`src/sv/rrs_pkg.sv`:
```
`timescale 1ns / 1ps
// ----------------------------------------------------------------------------
// rrs_pkg
// Shared types and constants of the round-robin scheduler.
// ----------------------------------------------------------------------------
package rrs_pkg;

  localparam int DEF_QUEUE_DEPTH = 16;
  localparam int DEF_ID_BITS     = 16;

  localparam int CNT_BITS = 16;
  localparam int CFG_BITS = 16;

  localparam logic [CFG_BITS-1:0] QUANTUM_RESET = 16'd100;
  localparam logic [CFG_BITS-1:0] TOTAL_RESET   = 16'd1;

  localparam logic CFG_SLICE_LIMIT   = 1'b0;
  localparam logic CFG_PROCESS_TOTAL = 1'b1;

  typedef enum logic [2:0] {
    MODE_READY   = 3'd0,
    MODE_IO_DONE = 3'd1,
    MODE_IO_REQ  = 3'd2,
    MODE_TERM    = 3'd3,
    MODE_TICK    = 3'd4
  } mode_t;

  typedef enum logic [1:0] {
    ST_OK         = 2'd0,
    ST_UNEXPECTED = 2'd1,
    ST_FULL       = 2'd2,
    ST_AFTER_DONE = 2'd3
  } status_t;

  typedef struct packed {
    logic push;
    logic pop;
  } q_req_t;

  typedef struct packed {
    logic empty;
    logic full;
  } q_stat_t;

endpackage

```
`src/sv/round_robin_scheduler.sv`:
```
`timescale 1ns / 1ps
// ----------------------------------------------------------------------------
// round_robin_scheduler
// Round-robin process scheduler with a time quantum and a FIFO ready queue.
// ----------------------------------------------------------------------------
// A beat taken is held in the input register, then decoded together with the
// queue update, and its result is strobed from the result register.
// Throughput: one event per cycle; busy stays low, results cannot be held off.
// Reset: queue emptied, nothing running, counters cleared,
// slice limit 100 and process_total 1.
module round_robin_scheduler
  import rrs_pkg::*;
#(
  parameter int QUEUE_DEPTH = DEF_QUEUE_DEPTH,
  parameter int ID_BITS     = DEF_ID_BITS
) (
  input  logic                clk,
  input  logic                rst,
  input  logic                start,
  output logic                busy,
  input  logic [2:0]          mode,
  input  logic [ID_BITS-1:0]  proc_id,
  input  logic                cfg_write,
  input  logic                cfg_index,
  input  logic [CFG_BITS-1:0] cfg_data,
  output logic                result_valid,
  output logic                dispatch_valid,
  output logic [ID_BITS-1:0]  dispatch_id,
  output logic                preempt_valid,
  output logic [ID_BITS-1:0]  preempt_id,
  output logic                all_done,
  output logic [1:0]          status
);

  logic                in_valid;
  logic [2:0]          in_mode;
  logic [ID_BITS-1:0]  in_id;
  logic [CFG_BITS-1:0] slice_limit;
  logic [CFG_BITS-1:0] process_total;
  q_req_t              qreq;
  q_stat_t             qstat;
  logic [ID_BITS-1:0]  push_data;
  logic [ID_BITS-1:0]  head_data;

  assign busy = 1'b0;

  always_ff @(posedge clk) begin
    if (rst) begin
      in_valid <= 1'b0;
    end else begin
      in_valid <= start && !busy;
    end
  end

  always_ff @(posedge clk) begin
    in_mode <= mode;
    in_id   <= proc_id;
  end

  always_ff @(posedge clk) begin
    if (rst) begin
      slice_limit   <= QUANTUM_RESET;
      process_total <= TOTAL_RESET;
    end else if (cfg_write) begin
      case (cfg_index)
        CFG_SLICE_LIMIT:   slice_limit   <= cfg_data;
        CFG_PROCESS_TOTAL: process_total <= cfg_data;
        default: begin
        end
      endcase
    end
  end

  rrs_queue #(
    .QUEUE_DEPTH (QUEUE_DEPTH),
    .ID_BITS     (ID_BITS)
  ) u_queue (
    .clk       (clk),
    .rst       (rst),
    .req       (qreq),
    .push_data (push_data),
    .stat      (qstat),
    .head_data (head_data)
  );

  rrs_ctrl #(
    .ID_BITS (ID_BITS)
  ) u_ctrl (
    .clk            (clk),
    .rst            (rst),
    .in_valid       (in_valid),
    .in_mode        (in_mode),
    .in_id          (in_id),
    .slice_limit    (slice_limit),
    .process_total  (process_total),
    .qstat          (qstat),
    .head_data      (head_data),
    .qreq           (qreq),
    .push_data      (push_data),
    .result_valid   (result_valid),
    .dispatch_valid (dispatch_valid),
    .dispatch_id    (dispatch_id),
    .preempt_valid  (preempt_valid),
    .preempt_id     (preempt_id),
    .all_done       (all_done),
    .status         (status)
  );

endmodule

```
`src/sv/rrs_queue.sv`:
```
`timescale 1ns / 1ps
// ----------------------------------------------------------------------------
// rrs_queue
// Ready queue: circular buffer with head, tail and fill count, and a
// registered copy of the entry at the head.
// ----------------------------------------------------------------------------
module rrs_queue
  import rrs_pkg::*;
#(
  parameter int QUEUE_DEPTH = DEF_QUEUE_DEPTH,
  parameter int ID_BITS     = DEF_ID_BITS
) (
  input  logic               clk,
  input  logic               rst,
  input  q_req_t             req,
  input  logic [ID_BITS-1:0] push_data,
  output q_stat_t            stat,
  output logic [ID_BITS-1:0] head_data
);

  localparam int PTR_W = (QUEUE_DEPTH > 1) ? $clog2(QUEUE_DEPTH) : 1;
  localparam int CNT_W = $clog2(QUEUE_DEPTH + 1);

  logic [ID_BITS-1:0] mem [QUEUE_DEPTH];
  logic [PTR_W-1:0]   head;
  logic [PTR_W-1:0]   tail;
  logic [CNT_W-1:0]   count;
  logic [PTR_W-1:0]   head_next;
  logic [PTR_W-1:0]   tail_next;
  logic [CNT_W-1:0]   count_next;

  function automatic logic [PTR_W-1:0] wrap_inc(input logic [PTR_W-1:0] p);
    return (p == PTR_W'(QUEUE_DEPTH - 1)) ? '0 : p + 1'b1;
  endfunction

  always_comb begin
    head_next  = req.pop  ? wrap_inc(head) : head;
    tail_next  = req.push ? wrap_inc(tail) : tail;
    count_next = count + CNT_W'(req.push) - CNT_W'(req.pop);
  end

  assign stat.empty = (count == '0);
  assign stat.full  = (count == CNT_W'(QUEUE_DEPTH));

  always_ff @(posedge clk) begin
    if (rst) begin
      head  <= '0;
      tail  <= '0;
      count <= '0;
    end else begin
      head  <= head_next;
      tail  <= tail_next;
      count <= count_next;
    end
  end

  // The head copy is refreshed every cycle; a write that lands on the new
  // head slot is forwarded so the copy never goes stale.
  always_ff @(posedge clk) begin
    if (req.push) begin
      mem[tail] <= push_data;
    end
    if (req.push && (tail == head_next)) begin
      head_data <= push_data;
    end else begin
      head_data <= mem[head_next];
    end
  end

endmodule

```
`src/sv/rrs_ctrl.sv`:
```
`timescale 1ns / 1ps
// ----------------------------------------------------------------------------
// rrs_ctrl
// Event decode, running-process state, quantum and termination counters,
// and the result register.
// ----------------------------------------------------------------------------
module rrs_ctrl
  import rrs_pkg::*;
#(
  parameter int ID_BITS = DEF_ID_BITS
) (
  input  logic                clk,
  input  logic                rst,
  input  logic                in_valid,
  input  logic [2:0]          in_mode,
  input  logic [ID_BITS-1:0]  in_id,
  input  logic [CFG_BITS-1:0] slice_limit,
  input  logic [CFG_BITS-1:0] process_total,
  input  q_stat_t             qstat,
  input  logic [ID_BITS-1:0]  head_data,
  output q_req_t              qreq,
  output logic [ID_BITS-1:0]  push_data,
  output logic                result_valid,
  output logic                dispatch_valid,
  output logic [ID_BITS-1:0]  dispatch_id,
  output logic                preempt_valid,
  output logic [ID_BITS-1:0]  preempt_id,
  output logic                all_done,
  output logic [1:0]          status
);

  logic                running;
  logic [ID_BITS-1:0]  current_id;
  logic [CNT_BITS-1:0] slice_ticks;
  logic [CNT_BITS-1:0] finished_count;

  logic                running_next;
  logic [ID_BITS-1:0]  current_id_next;
  logic [CNT_BITS-1:0] slice_ticks_next;
  logic [CNT_BITS-1:0] finished_count_next;
  logic                disp_v;
  logic [ID_BITS-1:0]  disp_id;
  logic                pre_v;
  logic [ID_BITS-1:0]  pre_id;
  status_t             st;
  logic                done_next;

  always_comb begin
    logic                done_now;
    logic [CNT_BITS-1:0] tick_cnt;
    done_now            = (finished_count >= process_total);
    tick_cnt            = '0;
    running_next        = running;
    current_id_next     = current_id;
    slice_ticks_next    = slice_ticks;
    finished_count_next = finished_count;
    qreq                = '0;
    push_data           = in_id;
    disp_v              = 1'b0;
    disp_id             = '0;
    pre_v               = 1'b0;
    pre_id              = '0;
    st                  = ST_OK;

    if (done_now) begin
      st = ST_AFTER_DONE;
    end else begin
      case (mode_t'(in_mode))
        MODE_READY, MODE_IO_DONE: begin
          if (qstat.full) begin
            st = ST_FULL;
          end else begin
            qreq.push = 1'b1;
          end
        end
        MODE_IO_REQ, MODE_TERM: begin
          if (running && (in_id == current_id)) begin
            running_next = 1'b0;
            if ((mode_t'(in_mode) == MODE_TERM) && (finished_count != '1)) begin
              finished_count_next = finished_count + 1'b1;
            end
          end else begin
            st = ST_UNEXPECTED;
          end
        end
        MODE_TICK: begin
          if (running) begin
            tick_cnt         = (slice_ticks == '1) ? slice_ticks : slice_ticks + 1'b1;
            slice_ticks_next = tick_cnt;
            if (tick_cnt >= slice_limit) begin
              pre_v  = 1'b1;
              pre_id = current_id;
              // Requeue the preempted process behind the new head.
              if (!qstat.empty) begin
                qreq.pop        = 1'b1;
                qreq.push       = 1'b1;
                push_data       = current_id;
                current_id_next = head_data;
              end
              slice_ticks_next = '0;
              disp_v           = 1'b1;
              disp_id          = current_id_next;
            end
          end
        end
        default: begin
          st = ST_UNEXPECTED;
        end
      endcase
    end

    done_next = (finished_count_next >= process_total);

    // An idle CPU takes the head; an empty queue that was just pushed hands
    // the new id straight through.
    if ((st != ST_AFTER_DONE) && !running_next && (!qstat.empty || qreq.push) &&
        !done_next) begin
      qreq.pop         = 1'b1;
      current_id_next  = qstat.empty ? push_data : head_data;
      running_next     = 1'b1;
      slice_ticks_next = '0;
      disp_v           = 1'b1;
      disp_id          = current_id_next;
    end

    if (!in_valid) begin
      qreq = '0;
    end
  end

  always_ff @(posedge clk) begin
    if (rst) begin
      running        <= 1'b0;
      current_id     <= '0;
      slice_ticks    <= '0;
      finished_count <= '0;
      result_valid   <= 1'b0;
    end else begin
      result_valid <= in_valid;
      if (in_valid) begin
        running        <= running_next;
        current_id     <= current_id_next;
        slice_ticks    <= slice_ticks_next;
        finished_count <= finished_count_next;
      end
    end
  end

  always_ff @(posedge clk) begin
    dispatch_valid <= disp_v;
    dispatch_id    <= disp_id;
    preempt_valid  <= pre_v;
    preempt_id     <= pre_id;
    all_done       <= done_next;
    status         <= st;
  end

endmodule

```
`config.mk`:
```
export PLATFORM = sky130hd
export DESIGN_NAME = round_robin_scheduler
export DESIGN_NICKNAME = d
export VERILOG_FILES = /design/src/sv/rrs_pkg.sv /design/src/sv/round_robin_scheduler.sv /design/src/sv/rrs_queue.sv /design/src/sv/rrs_ctrl.sv
export SDC_FILE = /design/constraint.sdc
export NUM_CORES = 1
export LEC_CHECK = 0
export ABC_AREA = 0
export BUFFER_PORTS_ARGS = -buffer_cell sky130_fd_sc_hd__buf_4
export CORE_MARGIN = 4
export CORE_UTILIZATION = 50
export CTS_CLUSTER_SIZE = 30
export DETAILED_ROUTE_END_ITERATION = 10
export GPL_ROUTABILITY_DRIVEN = 0
export GPL_TIMING_DRIVEN = 1
export PLACE_DENSITY_LB_ADDON = 0.3
export SYNTH_ARGS = -nofsm -noshare
export SYNTH_HDL_FRONTEND = slang
export SYNTH_SLANG_ARGS = --single-unit
```
`constraint.sdc`:
```
create_clock -name clk -period 5.5 [get_ports clk]
set_input_delay 0.275 -clock clk [delete_from_list [all_inputs] [get_ports clk]]
set_output_delay 0.275 -clock clk [all_outputs]
set_load 0.01 [all_outputs]
```
Yosys cells after proc, flatten, opt, wreduce, memory -nomap -nowiden. Memories as Yosys holds them, arrays and structs flattened. A register that Yosys moved wholly into a read port is not among the register bits. Index checks and enable logic that the tools add are counted.

Bits in registers: 152. RAM bits: 256. Input port bits: 40. Output and inout port bits: 39. Logic and storage cells: 119. Memories kept: 1.

Memory list: u_queue.mem (depth 16, bits a word 16, read ports 1, clocked after Yosys merged registers in 1, write ports 1, RTL line rrs_queue.sv:24) `logic [ID_BITS-1:0] mem [QUEUE_DEPTH];`.

Add/sub/neg operators: 6. $lt $le $gt $ge: 3. Equality and inequality tests: 12. Multiplexer cells: 53. Bitwise logic cells: 4. Reductions and logical operators: 21.

Operators with widths (number): $mux 16 (27); $ge 16x16->1 (3); $add 16x1->16 const B (2); $eq 16x16->1 (1); $eq 16x16->1 const B (1); $ne 16x16->1 const B (1); $mux 1 (14); $mux 2 (7); $mux 4 (3); $add 4x1->4 const B (2); $eq 4x4->1 const B (2); $eq 3x2->1 const B (2); $pmux 2 s3 (1); $reduce_bool 2->1 (3); $add 5x1->5 (1); $eq 5x5->1 const B (1); $logic_and 1x1->1 (5); $logic_not 5->1 (1); $reduce_and 5->1 (1); $sub 5x1->5 (1); $ne 2x2->1 const B (2); $not 1->1 (4); $reduce_and 2->1 (2); $reduce_and 4->1 (1); 8 further kinds (11).

Depth between registers and ports, before layout.
Depth after elaboration: 14. Depth in mapped cells: 28. Mapped depth without buffers: 25.

Hierarchy. A second synthesis with hierarchy kept.

Cell total of the unflattened synthesis: 1313. Area total of the unflattened synthesis: 17837.1 um^2.

By module, submodules not included: rrs_queue (times used 1, cells an instance 499, area an instance 10553.9 um^2, sequential area each 8027.7 um^2); rrs_ctrl (times used 1, cells an instance 664, area an instance 5509.0 um^2, sequential area each 1741.7 um^2); round_robin_scheduler (times used 1, cells an instance 150, area an instance 1774.2 um^2, sequential area each 1041.0 um^2).

Least setup slack after synthesis. Ideal clock, no wire load.

Kind: reg-to-reg. Start point: reg process_total[5]. End point: reg u_queue.count[4]. Library setup time: 0.071 ns. Arrival: 5.536 ns. Data required time: 5.429 ns. Setup slack: -0.106 ns. Stages on the path, launching flop included: 29. Path buffers: 3. Clock period less this slack: 5.606 ns. Cell sequence: dfxtp_1 > inv_1 > ha_1 > a2111oi_0 > nor3_1 > a211oi_2 > o21ai_1 > buf_6 > or3_1 > buf_6 > nor3_2 > nand2_1 > xnor2_1 > ha_1 > nand4_1 > or3b_2 > nor2_1 > a31oi_1 > nand4b_1 > buf_2 > a21oi_4 > ha_1 > inv_1 > ha_1 > fa_1 > a21oi_1 > nor2_1 > or3_1 > a21oi_1.

Elaborated cells between the ends (all ways): 17. Classes of those cells: add/sub (2); order compare (2); eq/ne (1); mux (6); reduce/logical (6).

RTL lines: start, declared (RTL line round_robin_scheduler.sv:39) `logic [CFG_BITS-1:0] process_total;`; start signal, assigned (RTL line round_robin_scheduler.sv:67) `CFG_PROCESS_TOTAL: process_total <= cfg_data;`; $ge 16x16->1 (RTL line rrs_ctrl.sv:51) `done_now = (finished_count >= process_total);`; $mux 16 (RTL line rrs_ctrl.sv:65) `if (done_now) begin`; named net u_ctrl.finished_count_next[15] (RTL line rrs_ctrl.sv:40) `logic [CNT_BITS-1:0] finished_count_next;`; $ge 16x16->1 (RTL line rrs_ctrl.sv:112) `done_next = (finished_count_next >= process_total);`; $logic_not 1->1 (RTL line rrs_ctrl.sv:117) `!done_next) begin`; $logic_and 1x1->1 (RTL line rrs_ctrl.sv:116) `if ((st != ST_AFTER_DONE) && !running_next && (!qstat.empty || qreq.push) &&`; $mux 1 (RTL line rrs_ctrl.sv:116); $mux 2 (RTL line rrs_ctrl.sv:126) `if (!in_valid) begin`; $sub 5x1->5 (RTL line rrs_queue.sv:39) `count_next = count + CNT_W'(req.push) - CNT_W'(req.pop);`; end signal, assigned (RTL line rrs_queue.sv:53) `count <= count_next;`; end, declared (RTL line rrs_queue.sv:27) `logic [CNT_W-1:0] count;`.

The timed path passes the listed nets, and every way through them passes these cells. A chain may end at the register's enable or synchronous reset.

Worst setup path in the final report. Same ends and word-level chain as after synthesis.

==> flow_summary_export.csv <==
group,metric,value,unit
status,status,"complete, no violations",
cts,cts_buffer_depth,3,
synthesis,yosys.area_share.adder,0.04457,
drt,postRouteAntennaNets,0,
placement,hpwlAfterDp,27.41,mm
sta,finClkSkew,0.02106,ns
die,start_util,0.5075,
power,p_total,7.720,mW
synthesis,syn_area_per_cell,13.69,um2
cts,cts_buffers,43,
die,ios,79,
sta,hold_violations,0,
layout,register_area,10820,um2
drt,drt-pass1-iter-count,5,
synthesis,synthTopCellsByArea,"edfxtp_1 44%, dfxtp_1 18%, mux4_2 10%, ha_1 4.3%, nand2_1 2.3%",
synthesis,synth_xor_area_frac,0.03190,
sta,slew_viol_final,0,
sta,setup-violations-final,0,
die,coreArea,34630,um2
layout,multi_input_area,6460,um2
worst_hold_path,hold_path.class,"in -> reg",
power,swShare,0.2625,
setup_path,reg2reg_from,"process_total[5]",
synthesis,synth_async_sr_flop_share,0,
sta,post-route-min-period,5.396,ns
setup_path,end_kind,"flop",
global_routing,grt_usage,0.2190,
synthesis,syn_area,17570,um2
die,die_height,195.5,um
drt,routedWlPerCell,21.67,um
layout,layout-drive-gt1-share,0.2327,
drt,vias,11129,
power,p_int,5.693,mW
layout,design_area,20820,um2
cts,htree_levels,2,
layout,area_growth,18.44,%
power,p_seq_frac,0.464,
power,pwr_density_cell,370.9,nW/um2
setup_path,critPathKind,"reg -> reg",
layout,final_nets,1543,
job,max-cap-violations,0,
synthesis,yosys.area.top_type,"edfxtp_1",
setup_path,cp-startpoint,"process_total[5]",
global_routing,grt_pass1_wl,64.97,mm
sta,grt_setup_unrepaired,"yes",
setup_path,slowest_delay,0.46,ns
synthesis,synth_nets,1386,
worst_hold_path,hold_start,"rst",
drt,routed_wl,41.82,mm
synthesis,ys_warn_count,0,
setup_path,path_max_fanout,19,
setup_path,required,5.99,ns
cts,cts_root_buffer,"clkbuf_16",
die,die_area,38210,um2
synthesis,synthMuxAreaShare,0.1178,
synthesis,synth_seq_cells,412,
synthesis,synth_top_flop_cell,"edfxtp_1",
synthesis,synth_top_area_share,0.4374,
sta,max_freq,185.3,MHz
placement,port_buffers,77,
global_routing,grt_max_degree,80,
global_routing,grt_pass1_vias,11190,
synthesis,synth_top_family_by_area,"multiplexers",
synthesis,synth-simple-area-share,0.09547,
global_routing,gr-total-overflow,0,
power,ir_drop,0.0002660,V
cts,numClockSinks,412,
synthesis,syn_inst,1284,
synthesis,synth_compound_area_frac,0.06956,
setup_path,critPathSlowestCell,"or3b_2",
power,p_clk_frac,0.368,
setup_path,cp_common_cell,"ha_1",
cts,cts.reportedPaths.clkPinSlew,0.06,ns
setup_path,start_kind,"flop",
drt,routed_via_density,5.766,
sta,relSlewSlack,0.1556,
drt,drc,0,
power,p_comb_frac,0.168,
placement,placed_area,18960,um2
cts,cts_tree,"built",
cts,clock_latency,0.58,ns
synthesis,synth-edff-count,256,
setup_path,worstPathArrival,5.89,ns
power,p_sw,2.027,mW
layout,fillers,2598,
drt,first_iter_violations,1028,
sta,tightestPinTransition,1.264,ns
synthesis,yosysSeqAreaShare,0.6151,
synthesis,synth_cell_types,73,
global_routing,antenna_found_initial,1,
power,p_leak,7.487,nW
sta,fin_crit_sh,0.9811,
die,die_w,195.5,um
die,rows,68,
-- worst max-delay path, delay by kind of cell, from the launching register on --
family | cells | cell delay (ns)
flip-flops | 1 | 0.33
AO/OA/AOI/OAI | 8 | 1.29
buffers and inverters | 3 | 0.31
AND/OR/NAND/NOR | 9 | 1.85
adder cells (fa/ha/maj) | 5 | 1.45
XOR/XNOR | 1 | 0.09
-- power by group through the flow --
stage	Sequential, mW	Clock [mW]	Combinational, mW
3_5_place_dp	3.65	0	1.25
6_report	3.58	2.84	1.29
4_1_cts	3.59	2.90	1.29
3_3_place_gp	3.65	0	1.23
2_1_floorplan	3.56	0	0.917
5_1_grt	3.61	3.03	1.41
-- registers in the layout, summed over array words and instances (netlist names), 4 cells and up, named ones only --
| signal | flops |
|---|---|
| u_queue.head | 4 |
| u_ctrl.current_id | 16 |
| u_queue.count | 5 |
| u_ctrl.finished_count | 16 |
| u_queue.tail | 4 |
| u_ctrl.preempt_id | 16 |
| u_ctrl.slice_ticks | 16 |
| in_id | 16 |
| u_ctrl.dispatch_id | 16 |
| u_queue.mem | 256 |
| process_total | 16 |
| slice_limit | 16 |
-- Yosys cell counts (22+ instances only) --
cell and instances:
xnor2_1 43, nor2_1 88, mux4_2 80, a21oi_1 78, nand2_1 109, ha_1 61
and2_1 37, mux2_2 22, edfxtp_1 256, o21ai_0 30, inv_1 45, dfxtp_1 156
clkbuf_1 37
-- cell families after synthesis --
family          count (synthesis)
simple gates                  340
compound gates                193
flops                         412
buf+inv                       108
fa+ha+maj                      62
mux                           104
other cells                     1
xor+xnor                       64
-- placed cells by master, fill, tap and decap left out, types with 36 or more instances in the layout --
cell type      instances
dlygate4sd3_1         36
and2_1                37
a21oi_1               78
dfxtp_1              152
ha_1                  58
xnor2_1               43
edfxtp_1             256
nor2_1                83
nand2_1              108
inv_1                 45
clkbuf_16             44
mux4_2                80
buf_4                138
-- area by class of cell --
cell class / instances / share of cell area
antenna: 1 / 0.0001202
clock buffer: 58 / 0.05831
clock inverter: 20 / 0.008415
inverter: 45 / 0.008115
multi-input combinational: 764 / 0.3104
sequential: 412 / 0.5197
tap: 455 / 0.02735
timing repair buffer: 175 / 0.06762
-- stage by stage --
stage	utilization	worst slack, ns	setup TNS (ns)	hold WS [ns]	cells
4_1_cts	0.5983	0.007184	0	0.2530	1929
6_report	0.6011	0.1038	0	0.2647	1930
2_1_floorplan	-	0.001313	0	0.3027	1284
5_1_grt	0.6011	-0.2420	-3.404	0.2899	1930
3_3_place_gp	0.5474	0.1089	0	0.3801	1814
3_5_place_dp	0.5474	-0.03072	-0.03072	0.3806	1814
-- routing by layer --
layer  share of wire  vias up  wire, um  global-route usage
met1            0.43     5523     17900              0.3104
met2            0.46      428     19330              0.3412
met5               0        -         0                   0
met4           0.032        0      1334             0.07422
met3           0.078       78      3254             0.04486
li1                -     5100         -                   -
-- path summary, 6_finish.rpt --
check	depth (start not counted)	slack [ns]	to
max	26	0.10	u_queue.count[4]
min	2	0.26	u_ctrl.slice_ticks[8]
max reg2reg	26	0.10	u_queue.count[4]
min reg2reg	2	0.45	slice_limit[11]
-- repair_timing --
action | in CTS | in global routing
endpoints found under the hold margin | 52 | 0
hold buffers | 36 | 0
cloned | 0 | 0
pin swaps | 1 | 3
resized for setup | 1 | 21
setup buffers | 1 | 0
endpoints found under the setup margin | 1 | 20
Note: power is estimated with default switching activity, not from simulation.
